### config.mk
export PLATFORM = sky130hd
export DESIGN_NAME = pab_ctrl
export DESIGN_NICKNAME = d
export VERILOG_FILES = /design/src/hdl/pab_pkg.sv /design/src/hdl/pab_ctrl.sv
export SDC_FILE = /design/constraint.sdc
export NUM_CORES = 1
export LEC_CHECK = 0
export CORE_AREA = 8 8 45 47
export CTS_CLUSTER_DIAMETER = 80
export DETAILED_ROUTE_END_ITERATION = 8
export DIE_AREA = 0 0 53 55
export DONT_BUFFER_PORTS = 1
export PLACE_DENSITY = 0.3
export SYNTH_ARGS = -nofsm -noshare
export SYNTH_HDL_FRONTEND = slang
export SYNTH_SLANG_ARGS = --single-unit
### constraint.sdc
create_clock -name aclk -period 1.3 [get_ports aclk]
set_clock_uncertainty 0.15 [all_clocks]
set_input_delay 0.26 -clock aclk [delete_from_list [all_inputs] [get_ports aclk]]
set_output_delay 0.26 -clock aclk [all_outputs]
set_load 0.01 [all_outputs]
### src/hdl/pab_pkg.sv
// ============================================================================
// pab_pkg: shared definitions for the power-of-two pool block allocator
// Sizes, field widths, command and status codes, and the control and status
// bundles between the controller and the datapath.
// ============================================================================
package pab_pkg;

    // Pool geometry
    localparam int NUM_POOLS       = 8;
    localparam int POOL_BYTES_LOG2 = 12;
    localparam int MIN_BLOCK_LOG2  = 3;
    localparam int POOL_SHIFT      = POOL_BYTES_LOG2 - MIN_BLOCK_LOG2;
    localparam int LINK_DEPTH      = NUM_POOLS << POOL_SHIFT;
    localparam int IDX_W           = $clog2(LINK_DEPTH);
    localparam int POOL_W          = $clog2(NUM_POOLS);
    localparam int LINK_W          = IDX_W + 1;
    localparam int MIN_SIZE        = 1 << MIN_BLOCK_LOG2;
    localparam int MAX_REQ         = 1 << (MIN_BLOCK_LOG2 + NUM_POOLS - 1);

    // Field widths
    localparam int CMD_W  = 2;
    localparam int REQ_W  = 16;
    localparam int STAT_W = 2;
    localparam int CNT_W  = 10;

    // Stream widths
    localparam int S_TDATA_W = 32;
    localparam int S_PAD_W   = S_TDATA_W - REQ_W - IDX_W;
    localparam int M_TDATA_W = 40;
    localparam int M_PAD_W   = M_TDATA_W - IDX_W - POOL_W - 2 * CNT_W;

    // Command codes
    localparam logic [CMD_W-1:0] CMD_ALLOC = 2'd0;
    localparam logic [CMD_W-1:0] CMD_FREE  = 2'd1;
    localparam logic [CMD_W-1:0] CMD_INIT  = 2'd2;

    // Status codes
    localparam logic [STAT_W-1:0] STAT_OK    = 2'd0;
    localparam logic [STAT_W-1:0] STAT_FAIL  = 2'd1;
    localparam logic [STAT_W-1:0] STAT_DFREE = 2'd2;

    // Controller to datapath commands
    typedef struct packed {
        logic load_item;    // capture the accepted input transfer
        logic lookup;       // pick the pool and read the link memory
        logic sweep_start;  // reload pool registers, rewind the sweep
        logic sweep_step;   // write one link entry of the rebuild
        logic finish;       // commit state and load the result register
    } pab_cmd_t;

    // Datapath to controller status
    typedef struct packed {
        logic sweep_last;   // current sweep entry is the final one
        logic item_init;    // captured item is a reinitialize command
    } pab_stat_t;

    // Number of blocks in pool p
    function automatic logic [CNT_W-1:0] pool_cap(input logic [POOL_W-1:0] p);
        int e;
        e = POOL_SHIFT - int'(p);
        if (e < 0) begin
            return '0;
        end
        return CNT_W'(32'd1 << e);
    endfunction

endpackage

### src/hdl/pab_ctrl.sv
// ============================================================================
// pab_ctrl: allocator sequencer
// Steps each item through accept, lookup and commit, runs the list rebuild
// sweep after reset and on reinitialize, and owns the result valid flag.
// ============================================================================
module pab_ctrl (
    input  logic                aclk,
    input  logic                aresetn,
    input  logic                s_tvalid,
    output logic                s_tready,
    output logic                m_tvalid,
    input  logic                m_tready,
    input  pab_pkg::pab_stat_t  stat,
    output pab_pkg::pab_cmd_t   cmd
);

    typedef enum logic [1:0] {
        S_SWEEP,
        S_IDLE,
        S_LOOKUP,
        S_FINISH
    } state_t;

    state_t state_reg;
    logic   init_pend_reg;   // sweep belongs to a reinitialize command
    logic   m_tvalid_reg;
    logic   out_free;

    assign out_free = !m_tvalid_reg || m_tready;
    assign s_tready = (state_reg == S_IDLE);
    assign m_tvalid = m_tvalid_reg;

    // Command decode
    always_comb begin
        cmd = '0;
        unique case (state_reg)
            S_SWEEP:  cmd.sweep_step = 1'b1;
            S_IDLE:   cmd.load_item  = s_tvalid;
            S_LOOKUP: begin
                cmd.sweep_start = stat.item_init;
                cmd.lookup      = !stat.item_init;
            end
            S_FINISH: cmd.finish = out_free;
            default:  cmd = '0;
        endcase
    end

    // State and registered outputs
    always_ff @(posedge aclk) begin
        if (!aresetn) begin
            state_reg     <= S_SWEEP;
            init_pend_reg <= 1'b0;
            m_tvalid_reg  <= 1'b0;
        end else begin
            // result valid: set on commit, cleared once the transfer is taken
            if (state_reg == S_FINISH && out_free) begin
                m_tvalid_reg <= 1'b1;
            end else if (m_tready) begin
                m_tvalid_reg <= 1'b0;
            end
            unique case (state_reg)
                S_SWEEP: begin
                    if (stat.sweep_last) begin
                        state_reg <= init_pend_reg ? S_FINISH : S_IDLE;
                    end
                end
                S_IDLE: begin
                    if (s_tvalid) begin
                        state_reg <= S_LOOKUP;
                    end
                end
                S_LOOKUP: begin
                    if (stat.item_init) begin
                        init_pend_reg <= 1'b1;
                        state_reg     <= S_SWEEP;
                    end else begin
                        state_reg <= S_FINISH;
                    end
                end
                S_FINISH: begin
                    if (out_free) begin
                        init_pend_reg <= 1'b0;
                        state_reg     <= S_IDLE;
                    end
                end
                default: state_reg <= S_IDLE;
            endcase
        end
    end

endmodule

* Word level (Yosys, flattened, before mapping)
Index checks and enable logic that the tools add are counted.
Word-level totals: bits in registers 4, input bits 6, output and inout bits 7, word-level logic and storage cells 34
Cells by class: equal/unequal tests 7, mux-type cells 15, reduce and logical (&&, ||, !) cells 9
Operators by type and width (count):
- 2-to-1 mux 2 bit | 6
- inequality test 2 bit, second input constant | 4
- case mux 2 bit (4 select lines) | 1
- 2-to-1 mux 1 bit | 7
- AND reduction 3 bit | 2
- equality test 2 bit, second input constant | 2
- nonzero test 2 bit | 2
- equality test 2 x 1 -> 1 bit, second input constant | 1
- logical NOT 1 bit | 2
- logical NOT 2 bit | 1
- case mux 1 bit (2 select lines) | 1
- logical AND 1 bit | 1
- logical OR 1 bit | 1

* Logic depth before layout (Yosys ltp)
Gate-level depths: netlist of run 1.
depth after elaboration 4, mapped depth 4, depth with buffers taken out 3

* Worst setup path after synthesis of run 1
Ideal clock, no wire load.
path kind reg-to-output, from register state_reg[0], to output cmd[4] (netlist bit), data arrival time 0.904 ns, path slack -0.014 ns, stages on the path, launching flop included 4, cell sequence dfxtp_1 buf_2 nor2b_1 and2_1
RTL lines:
- from (decl) | RTL line pab_ctrl.sv:24 | state_t state_reg;
- from (signal assigned) | RTL line pab_ctrl.sv:64 | state_reg <= init_pend_reg ? S_FINISH : S_IDLE;
- to (decl) | RTL line pab_ctrl.sv:14 | output pab_pkg::pab_cmd_t cmd

==> impl_metrics.json, run 1 <==
{
  "grt_use_total_pct": 6.120,
  "synth_nets": 35,
  "worst_ep_required_time_ps": 890,
  "synth_compound_area_share_pct": 32.63,
  "cts.sinks": 4,
  "area_growth_syn_to_layout_pct": 63.68,
  "slowest_stage": "dfxtp_4",
  "worstSetupPathType": "flop to output port",
  "clk_pin_slew_ps": 40,
  "nets": 47,
  "slew_headroom_pct": 90.43,
  "via_per_inst": 4.364,
  "yosysUniqueCellTypes": 19,
  "syn_area_per_cell_sq_um": 8.198,
  "cts_made_buffers": 3,
  "postRouteAntennaNets": 0,
  "violations": "setup timing",
  "synth_top_family_by_area": "compound AO/OA/AOI/OAI gates",
  "finish.utilization_pct": 28.12,
  "numPortBuffers": 0,
  "syn_inst": 29,
  "fillerInstances": 147,
  "finalSetupViolCount": 3,
  "io_pins": 13,
  "yosysTopAreaCell": "dfxtp_1",
  "synth_adder_area_share_pct": 0,
  "start_util_pct": 17.18,
  "end_kind": "output port",
  "synth_top_area_share_pct": 33.68,
  "p_leak_uw": 0.0001703,
  "maxSlewViolCount": 0,
  "synthMuxAreaShare_pct": 0,
  "startpoint_type": "flop",
  "clk_latency_ps": 230,
  "via_count": 240,
  "path_max_fanout": 5,
  "cts_tree": "yes",
  "num_rows": 14,
  "hold_viol": 0,
  "drive_gt1_share_pct": 61.54,
  "dieArea_sq_um": 2915,
  "synth_area_sq_um": 237.7,
  "largest_reg_flops": 2,
  "place.gp.congestion": 0.7109,
  "grt_pass1_wl_microns": 1214,
  "wl_per_cell_microns": 12.80,
  "cts_buffer_depth": 2,
  "crit_family": "flip-flops",
  "ir_drop_uv": 588.5,
  "yosys.area_share.simple_pct": 23.68,
  "fmax_mhz": 721.2,
  "grt_max_degree": 7,
  "synthTopCellsByArea": "dfxtp_1 (34%), a21oi_1 (6.3%), nor2_1 (6.3%)",
  "die_x_microns": 53,
  "tightestPinTransition_ps": 142.3,
  "multi_input_area_sq_um": 176.4,
  "num_antenna_cells": 0,
  "seq_area_frac_synth_pct": 33.68,
  "worst_slack_ps": -86.61,
  "synth_ff_type": "dfxtp_1",
  "drt_wl_total_microns": 704,
  "p_total_uw": 498.1,
  "synth-xor-area-share_pct": 0,
  "timing.final.crit_share_pct": 106.7,
  "yosysWarnings": 0,
  "route.detailed.drc": 0,
  "cts_root_buf": "clkbuf_4",
  "grt_pass1_vias": 265,
  "ys_ff_latch": 4,
  "cp.arrival_ps": 980,
  "die_height_microns": 55,
  "status": "finished with violations",
  "drv_cap": 0,
  "power_per_cell_area_nw_per_um2": 1280,
  "core-area_sq_um": 1384,
  "max_stage_delay_ps": 350,
  "hpwl_microns": 533.5,
  "synth_edf_count": 0,
  "first_pass_iters": 3,
  "hp-class": "input port to flop",
  "cts_max_level": 1,
  "worstPathCellList": "buf_6 > nor2b_4 > and2_4",
  "register_area_sq_um": 88.84,
  "antenna_found_initial": 0,
  "period_needed_ps": 1387,
  "grt-ovfl-total": 0,
  "async_flop_share_pct": 0,
  "rsz0062_at_grt": "true",
  "cp.buffers_inverters": 1,
  "dr.first_iter.drc_count": 3
}
-- per-stage QoR --
step	setup slack (ps)	area (sq um)	std cells	hold slack [ps]	TNS, ps
final	-86.61	389.1	55	10.23	-173.5
after global routing	-124.9	389.1	55	14.14	-398.4
after CTS	-77.75	381.6	55	2.618	-242.3
after detailed placement	45.39	296.5	50	231.7	0
after global placement	74.39	296.5	50	233.0	0
after floorplan	50.99	240.2	29	227.5	0
-- layout make-up --
type / instances / share of cell area (%)
sequential: 4 / 22.83
tap: 16 / 5.145
clock buffer: 3 / 5.788
multi-input combinational: 21 / 45.34
timing repair buffer: 9 / 18.97
inverter: 2 / 1.929
-- cells by family (layout without fill, tap and decap cells) --
| family | count (synthesis) | after routing |
|---|---|---|
| flops | 4 | 4 |
| buf+inv | 4 | 14 |
| simple gates | 11 | 11 |
| compound gates | 10 | 10 |
-- per-layer routing --
metal	vias to the layer above	global-route usage [%]	routed length [microns]
met5	-	0	0
li1	120	-	-
met2	6	9.375	353
met4	0	6.466	12
met1	112	5.167	247
met3	2	4.011	90
-- where the power goes --
group / leakage (uW) / internal (uW) / switching (uW)
logic: 0.000122 / 101 / 80.3
clock network: 0.0000138 / 103 / 45.7
registers: 0.0000346 / 145 / 23.5
total: 0.000170 / 349 / 150
-- cells in the final DEF (no fill, tap or decap) --
| master | count |
|---|---|
| o21ai_2 | 1 |
| nand2b_4 | 1 |
| o21a_1 | 1 |
| a21boi_0 | 1 |
| a21boi_1 | 1 |
| nor2b_4 | 2 |
| a21oi_1 | 3 |
| dlygate4sd3_1 | 1 |
| inv_2 | 1 |
| a21boi_2 | 1 |
| nor2_1 | 3 |
| buf_6 | 1 |
| clkbuf_4 | 3 |
| nand2_1 | 1 |
| dfxtp_1 | 1 |
| inv_1 | 1 |
| dfxtp_4 | 2 |
| a211o_1 | 1 |
| buf_4 | 7 |
| and2_4 | 1 |
| dfxtp_2 | 1 |
| nor3b_2 | 1 |
| nor3_2 | 1 |
| o221a_1 | 1 |
| nor2_4 | 1 |
-- repair_timing --
action | in CTS | in global routing
pin swaps | 2 | 2
endpoints found under the setup margin | 6 | 6
setup buffers | 1 | 0
gates resized for setup | 14 | 2
hold buffers | 1 | 0
endpoints found under the hold margin | 1 | 0
-- cell usage after synthesis (2+ instances only) --
cell and number:
inv_1 2, dfxtp_1 4, a21oi_1 3, nor2b_1 2, nor2_1 4
-- final timing paths --
kind	start	endpoint	slack, ps	cells past startpoint
setup / recovery	state_reg[1]	cmd[4]	-90	3
hold / removal	aresetn	state_reg[1]	10	1
setup reg to reg	state_reg[1]	state_reg[1]	150	4
hold reg to reg	m_tvalid	m_tvalid	380	2
Note: power is estimated with default switching activity, not from simulation.
==> inputs of run 2 (changes only) <==
--- a/config.mk
+++ b/config.mk
@@ -10,6 +10,7 @@
 export DETAILED_ROUTE_END_ITERATION = 8
 export DIE_AREA = 0 0 53 55
 export DONT_BUFFER_PORTS = 1
+export HOLD_SLACK_MARGIN = 0.05
 export PLACE_DENSITY = 0.3
 export SYNTH_ARGS = -nofsm -noshare
 export SYNTH_HDL_FRONTEND = slang
==> constraint.sdc (replaced) <==
create_clock -name aclk -period 1.3 [get_ports aclk]
set_clock_uncertainty 0.15 [all_clocks]
set_input_delay 0.26 -clock aclk [delete_from_list [all_inputs] [get_ports aclk]]
set_output_delay 0.26 -clock aclk [all_outputs]
set_load 0.05 [all_outputs]
==> impl_metrics.json, run 2 (synthesis gave the netlist of run 1 again) <==
{
  "status": "finished with violations",
  "violations": "setup timing",
  "clk_latency_ps": 230,
  "most-common-layout-cells": "buf_4 (9), buf_12 (4), nor2_1 (3), clkbuf_4 (3)",
  "grt_pass1_vias": 295,
  "hold_viol": 0,
  "num_antenna_cells": 0,
  "largest_reg_flops": 2,
  "cts_made_buffers": 3,
  "p_leak_uw": 0.0002209,
  "first_pass_iters": 3,
  "route.detailed.drc": 0,
  "area_growth_syn_to_layout_pct": 115.8,
  "postRouteAntennaNets": 0,
  "dr.first_iter.drc_count": 1,
  "final_common_cell": "buf_4",
  "via_count": 258,
  "end_kind": "output port",
  "numPortBuffers": 0,
  "worstSetupPathType": "flop to output port",
  "ir_drop_uv": 534.4,
  "worst_slack_ps": -174.3,
  "cts_buffer_depth": 2,
  "place_inst": 55,
  "drv_cap": 0,
  "finish.utilization_pct": 37.07,
  "grt_max_degree": 6,
  "hp-class": "input port to flop",
  "cp.arrival_ps": 1060,
  "grt_pass1_wl_microns": 1221,
  "rsz0062_at_grt": "true",
  "num_rows": 14,
  "drive_gt1_share_pct": 69.57,
  "dieArea_sq_um": 2915,
  "maxSlewViolCount": 0,
  "cts_max_level": 1,
  "antenna_found_initial": 0,
  "final_area_sq_um": 513.0,
  "hpwl_microns": 593.8,
  "start_util_pct": 17.18,
  "finalNonFillerCells": 62,
  "nets": 54,
  "core-area_sq_um": 1384,
  "io_pins": 13,
  "die_height_microns": 55,
  "clk_pin_slew_ps": 30,
  "period_needed_ps": 1474,
  "cts_tree": "yes",
  "finalSetupTns_ps": -815.8,
  "finalSetupViolCount": 6,
  "dpl_cell_area_sq_um": 431.7,
  "place.gp.congestion": 0.7783,
  "drt_wl_total_microns": 744,
  "via_per_inst": 4.161,
  "startpoint_type": "flop",
  "cts.sinks": 4,
  "tightestPinTransition_ps": 179.4,
  "fmax_mhz": 678.3,
  "die_x_microns": 53,
  "worst_ep_required_time_ps": 890,
  "grt-ovfl-total": 0,
  "wl_per_cell_microns": 12.00,
  "timing.final.crit_share_pct": 113.4,
  "grt_use_total_pct": 5.792,
  "slew_headroom_pct": 88.03,
  "cts_root_buf": "clkbuf_4",
  "power_per_cell_area_nw_per_um2": 1346,
  "path_max_fanout": 5
}
## run 2: worst paths after layout
path | start | end | slack (ps) | cells after the start
worst max-delay path | state_reg[0] | cmd[2] | -170 | 3
worst min register to register | m_tvalid | m_tvalid | 400 | 2
worst min-delay path | stat[0] | state_reg[0] | 90 | 2
worst max register to register | state_reg[1] | state_reg[1] | 20 | 5
## run 2: worst max-delay path: stages, from the launching register on
cell	delay (ps)
dfxtp_4	350
buf_6	120
nor3b_4	200
buf_12	160
## run 2: routing by layer
layer / share of wire, % / global-route usage, % / routed length, microns
met1: 39 / 5.927 / 293
met2: 51 / 9.766 / 381
met3: 9.3 / 2.941 / 69
met4: 0 / 2.586 / 0
met5: 0 / 0 / 0
## run 2: what timing repair did
item / CTS / global route
setup endpoints to repair: 6 / 9
pin swaps: 3 / 2
setup buffers: 3 / 0
hold buffers: 1 / 0
resized for setup: 6 / 2
endpoints found under the hold margin: 4 / 0
gates cloned: 0 / 0
## run 2: report_power, final
part           internal, uW  total, uW  switching [uW]
combinational           186        372             186
sequential              145        170            25.4
clock                   103        149            45.6
## run 2: cell type report
type	instances	area [sq um]
Clock buffer	3	22.52
Fill cell	144	870.8
Inverter	2	12.51
Multi-Input combinational cell	21	188.9
Sequential cell	4	88.84
Tap cell	16	20.02
Timing Repair Buffer	16	180.2
## run 2: metrics by stage
stage	total power (uW)	hold slack, ps	setup WS (ps)
floorplan	378.3	227.5	-198.9
global placement	491.3	235.5	16.46
detailed placement	495.7	246.4	17.34
CTS	694.8	81.58	-188.5
global route	734.6	96.45	-213.2
finish	690.3	86.97	-174.3
==> inputs of run 3 (changes only) <==
--- a/config.mk
+++ b/config.mk
@@ -12,6 +12,8 @@
 export DONT_BUFFER_PORTS = 1
 export HOLD_SLACK_MARGIN = 0.05
 export PLACE_DENSITY = 0.3
+export SETUP_SLACK_MARGIN = 0.05
 export SYNTH_ARGS = -nofsm -noshare
 export SYNTH_HDL_FRONTEND = slang
 export SYNTH_SLANG_ARGS = --single-unit
+export TNS_END_PERCENT = 10
==> impl_metrics.json, run 3 (synthesis gave the netlist of run 1 again) <==
{
  "intPower_uw": 406.1,
  "finalSetupTns_ps": -793.8,
  "num_antenna_cells": 0,
  "maxSlewViolCount": 0,
  "via_count": 257,
  "start_util_pct": 17.18,
  "io_pins": 13,
  "dieArea_sq_um": 2915,
  "path_max_fanout": 4,
  "finish.utilization_pct": 34.27,
  "grt_max_degree": 8,
  "num_rows": 14,
  "reg2reg_slack_ps": 50,
  "numPortBuffers": 0,
  "cts.sinks": 4,
  "largest_reg_flops": 2,
  "nets": 51,
  "timing.final.crit_share_pct": 112.8,
  "fillerInstances": 139,
  "fmax_mhz": 681.8,
  "hold_viol": 0,
  "p_comb_share_pct": 49.6,
  "place.gp.congestion": 0.7666,
  "cts_root_buf": "clkbuf_4",
  "dpl_cell_area_sq_um": 395.4,
  "violations": "setup timing",
  "end_kind": "output port",
  "sequentialPowerShare_pct": 26.3,
  "rsz0062_at_grt": "true",
  "dr.first_iter.drc_count": 4,
  "drv_cap": 0,
  "power_per_cell_area_nw_per_um2": 1389,
  "drt_wl_total_microns": 731,
  "wl_per_cell_microns": 12.39,
  "worst_ep_required_time_ps": 890,
  "p_sw_share_pct": 38.34,
  "die_x_microns": 53,
  "cp.arrival_ps": 1060,
  "cts_buffer_depth": 2,
  "postRouteAntennaNets": 0,
  "hpwl_microns": 560.3,
  "grt_pass1_vias": 301,
  "ir_drop_uv": 554.4,
  "area_growth_syn_to_layout_pct": 99.47,
  "core-area_sq_um": 1384,
  "route.detailed.drc": 0,
  "final_area_sq_um": 474.2,
  "final_common_cell": "buf_4",
  "cts_max_level": 1,
  "p_leak_uw": 0.0002011,
  "slew_headroom_pct": 87.83,
  "grt-ovfl-total": 0,
  "most-common-layout-cells": "buf_4 (7), buf_12 (4), nor2_1 (3), clkbuf_4 (3)",
  "cts_made_buffers": 3,
  "antenna_found_initial": 0,
  "p_switching_uw": 252.4,
  "grt_pass1_wl_microns": 1269,
  "worstSetupPathType": "flop to output port",
  "first_pass_iters": 4,
  "die_height_microns": 55,
  "cts_tree": "yes",
  "clk_pin_slew_ps": 40,
  "grt_use_total_pct": 6.059,
  "worst_slack_ps": -166.6,
  "status": "finished with violations",
  "p_clk_share_pct": 24.1,
  "clk_latency_ps": 240,
  "startpoint_type": "flop",
  "period_needed_ps": 1467,
  "finalSetupViolCount": 6,
  "drive_gt1_share_pct": 65.12,
  "hp-class": "input port to flop",
  "tightestPinTransition_ps": 182.3,
  "via_per_inst": 4.356
}
-- run 3: metrics by stage --
step,setup WS (ps),power [uW],hold slack [ps],instances
5_1_grt,-207.6,702.5,64.41,59
2_1_floorplan,-191.5,371.0,227.5,29
3_3_place_gp,-28.61,458.1,231.4,51
3_5_place_dp,-25.10,459.4,233.2,51
4_1_cts,-180.5,666.8,65.74,59
6_report,-166.6,658.5,60.39,59
-- run 3: per-layer routing --
layer  share of wire, %  up-vias  wire [microns]  GRT usage [%]
met3                 12        0              90          4.813
li1                   -      127               -              -
met4                  0        0               0          1.724
met5                  0        -               0              0
met2                 50       11             363          9.766
met1                 38      119             277          5.909
-- run 3: path summary, 6_finish.rpt --
check / start / endpoint / cells past startpoint
max: state_reg[1] / cmd[4] / 3
min: stat[0] / state_reg[0] / 2
min reg2reg: m_tvalid / m_tvalid / 2
max reg2reg: state_reg[1] / state_reg[1] / 5
-- run 3: timing repair --
item                                    4_1_cts  5_1_grt
endpoints found under the hold margin         4        0
endpoints found under the setup margin        6        9
resized for setup                             6        1
pin swaps                                     2        3
hold buffers                                  1        0
buffers inserted                              4        0
-- run 3: area by class of cell --
class	instances	area (sq um)	share of cell area, %
Sequential cell	4	87.58	18.47
Inverter	2	7.507	1.583
Multi-Input combinational cell	21	182.7	38.52
Clock buffer	3	22.52	4.749
Timing Repair Buffer	13	153.9	32.45
Tap cell	16	20.02	4.222
-- run 3: worst max-delay path, stage by stage (launching register included) --
cell and delay (ps):
dfxtp_4 350, buf_6 120, nor2b_4 100, and2_4 240
-- run 3: power groups by stage --
stage | combinational (uW) | sequential, uW | clock, uW
after floorplan | 214 | 157 | 0
after global placement | 285 | 173 | 0
after detailed placement | 287 | 173 | 0
after CTS | 329 | 171 | 167
after global routing | 350 | 177 | 176
final | 326 | 173 | 159
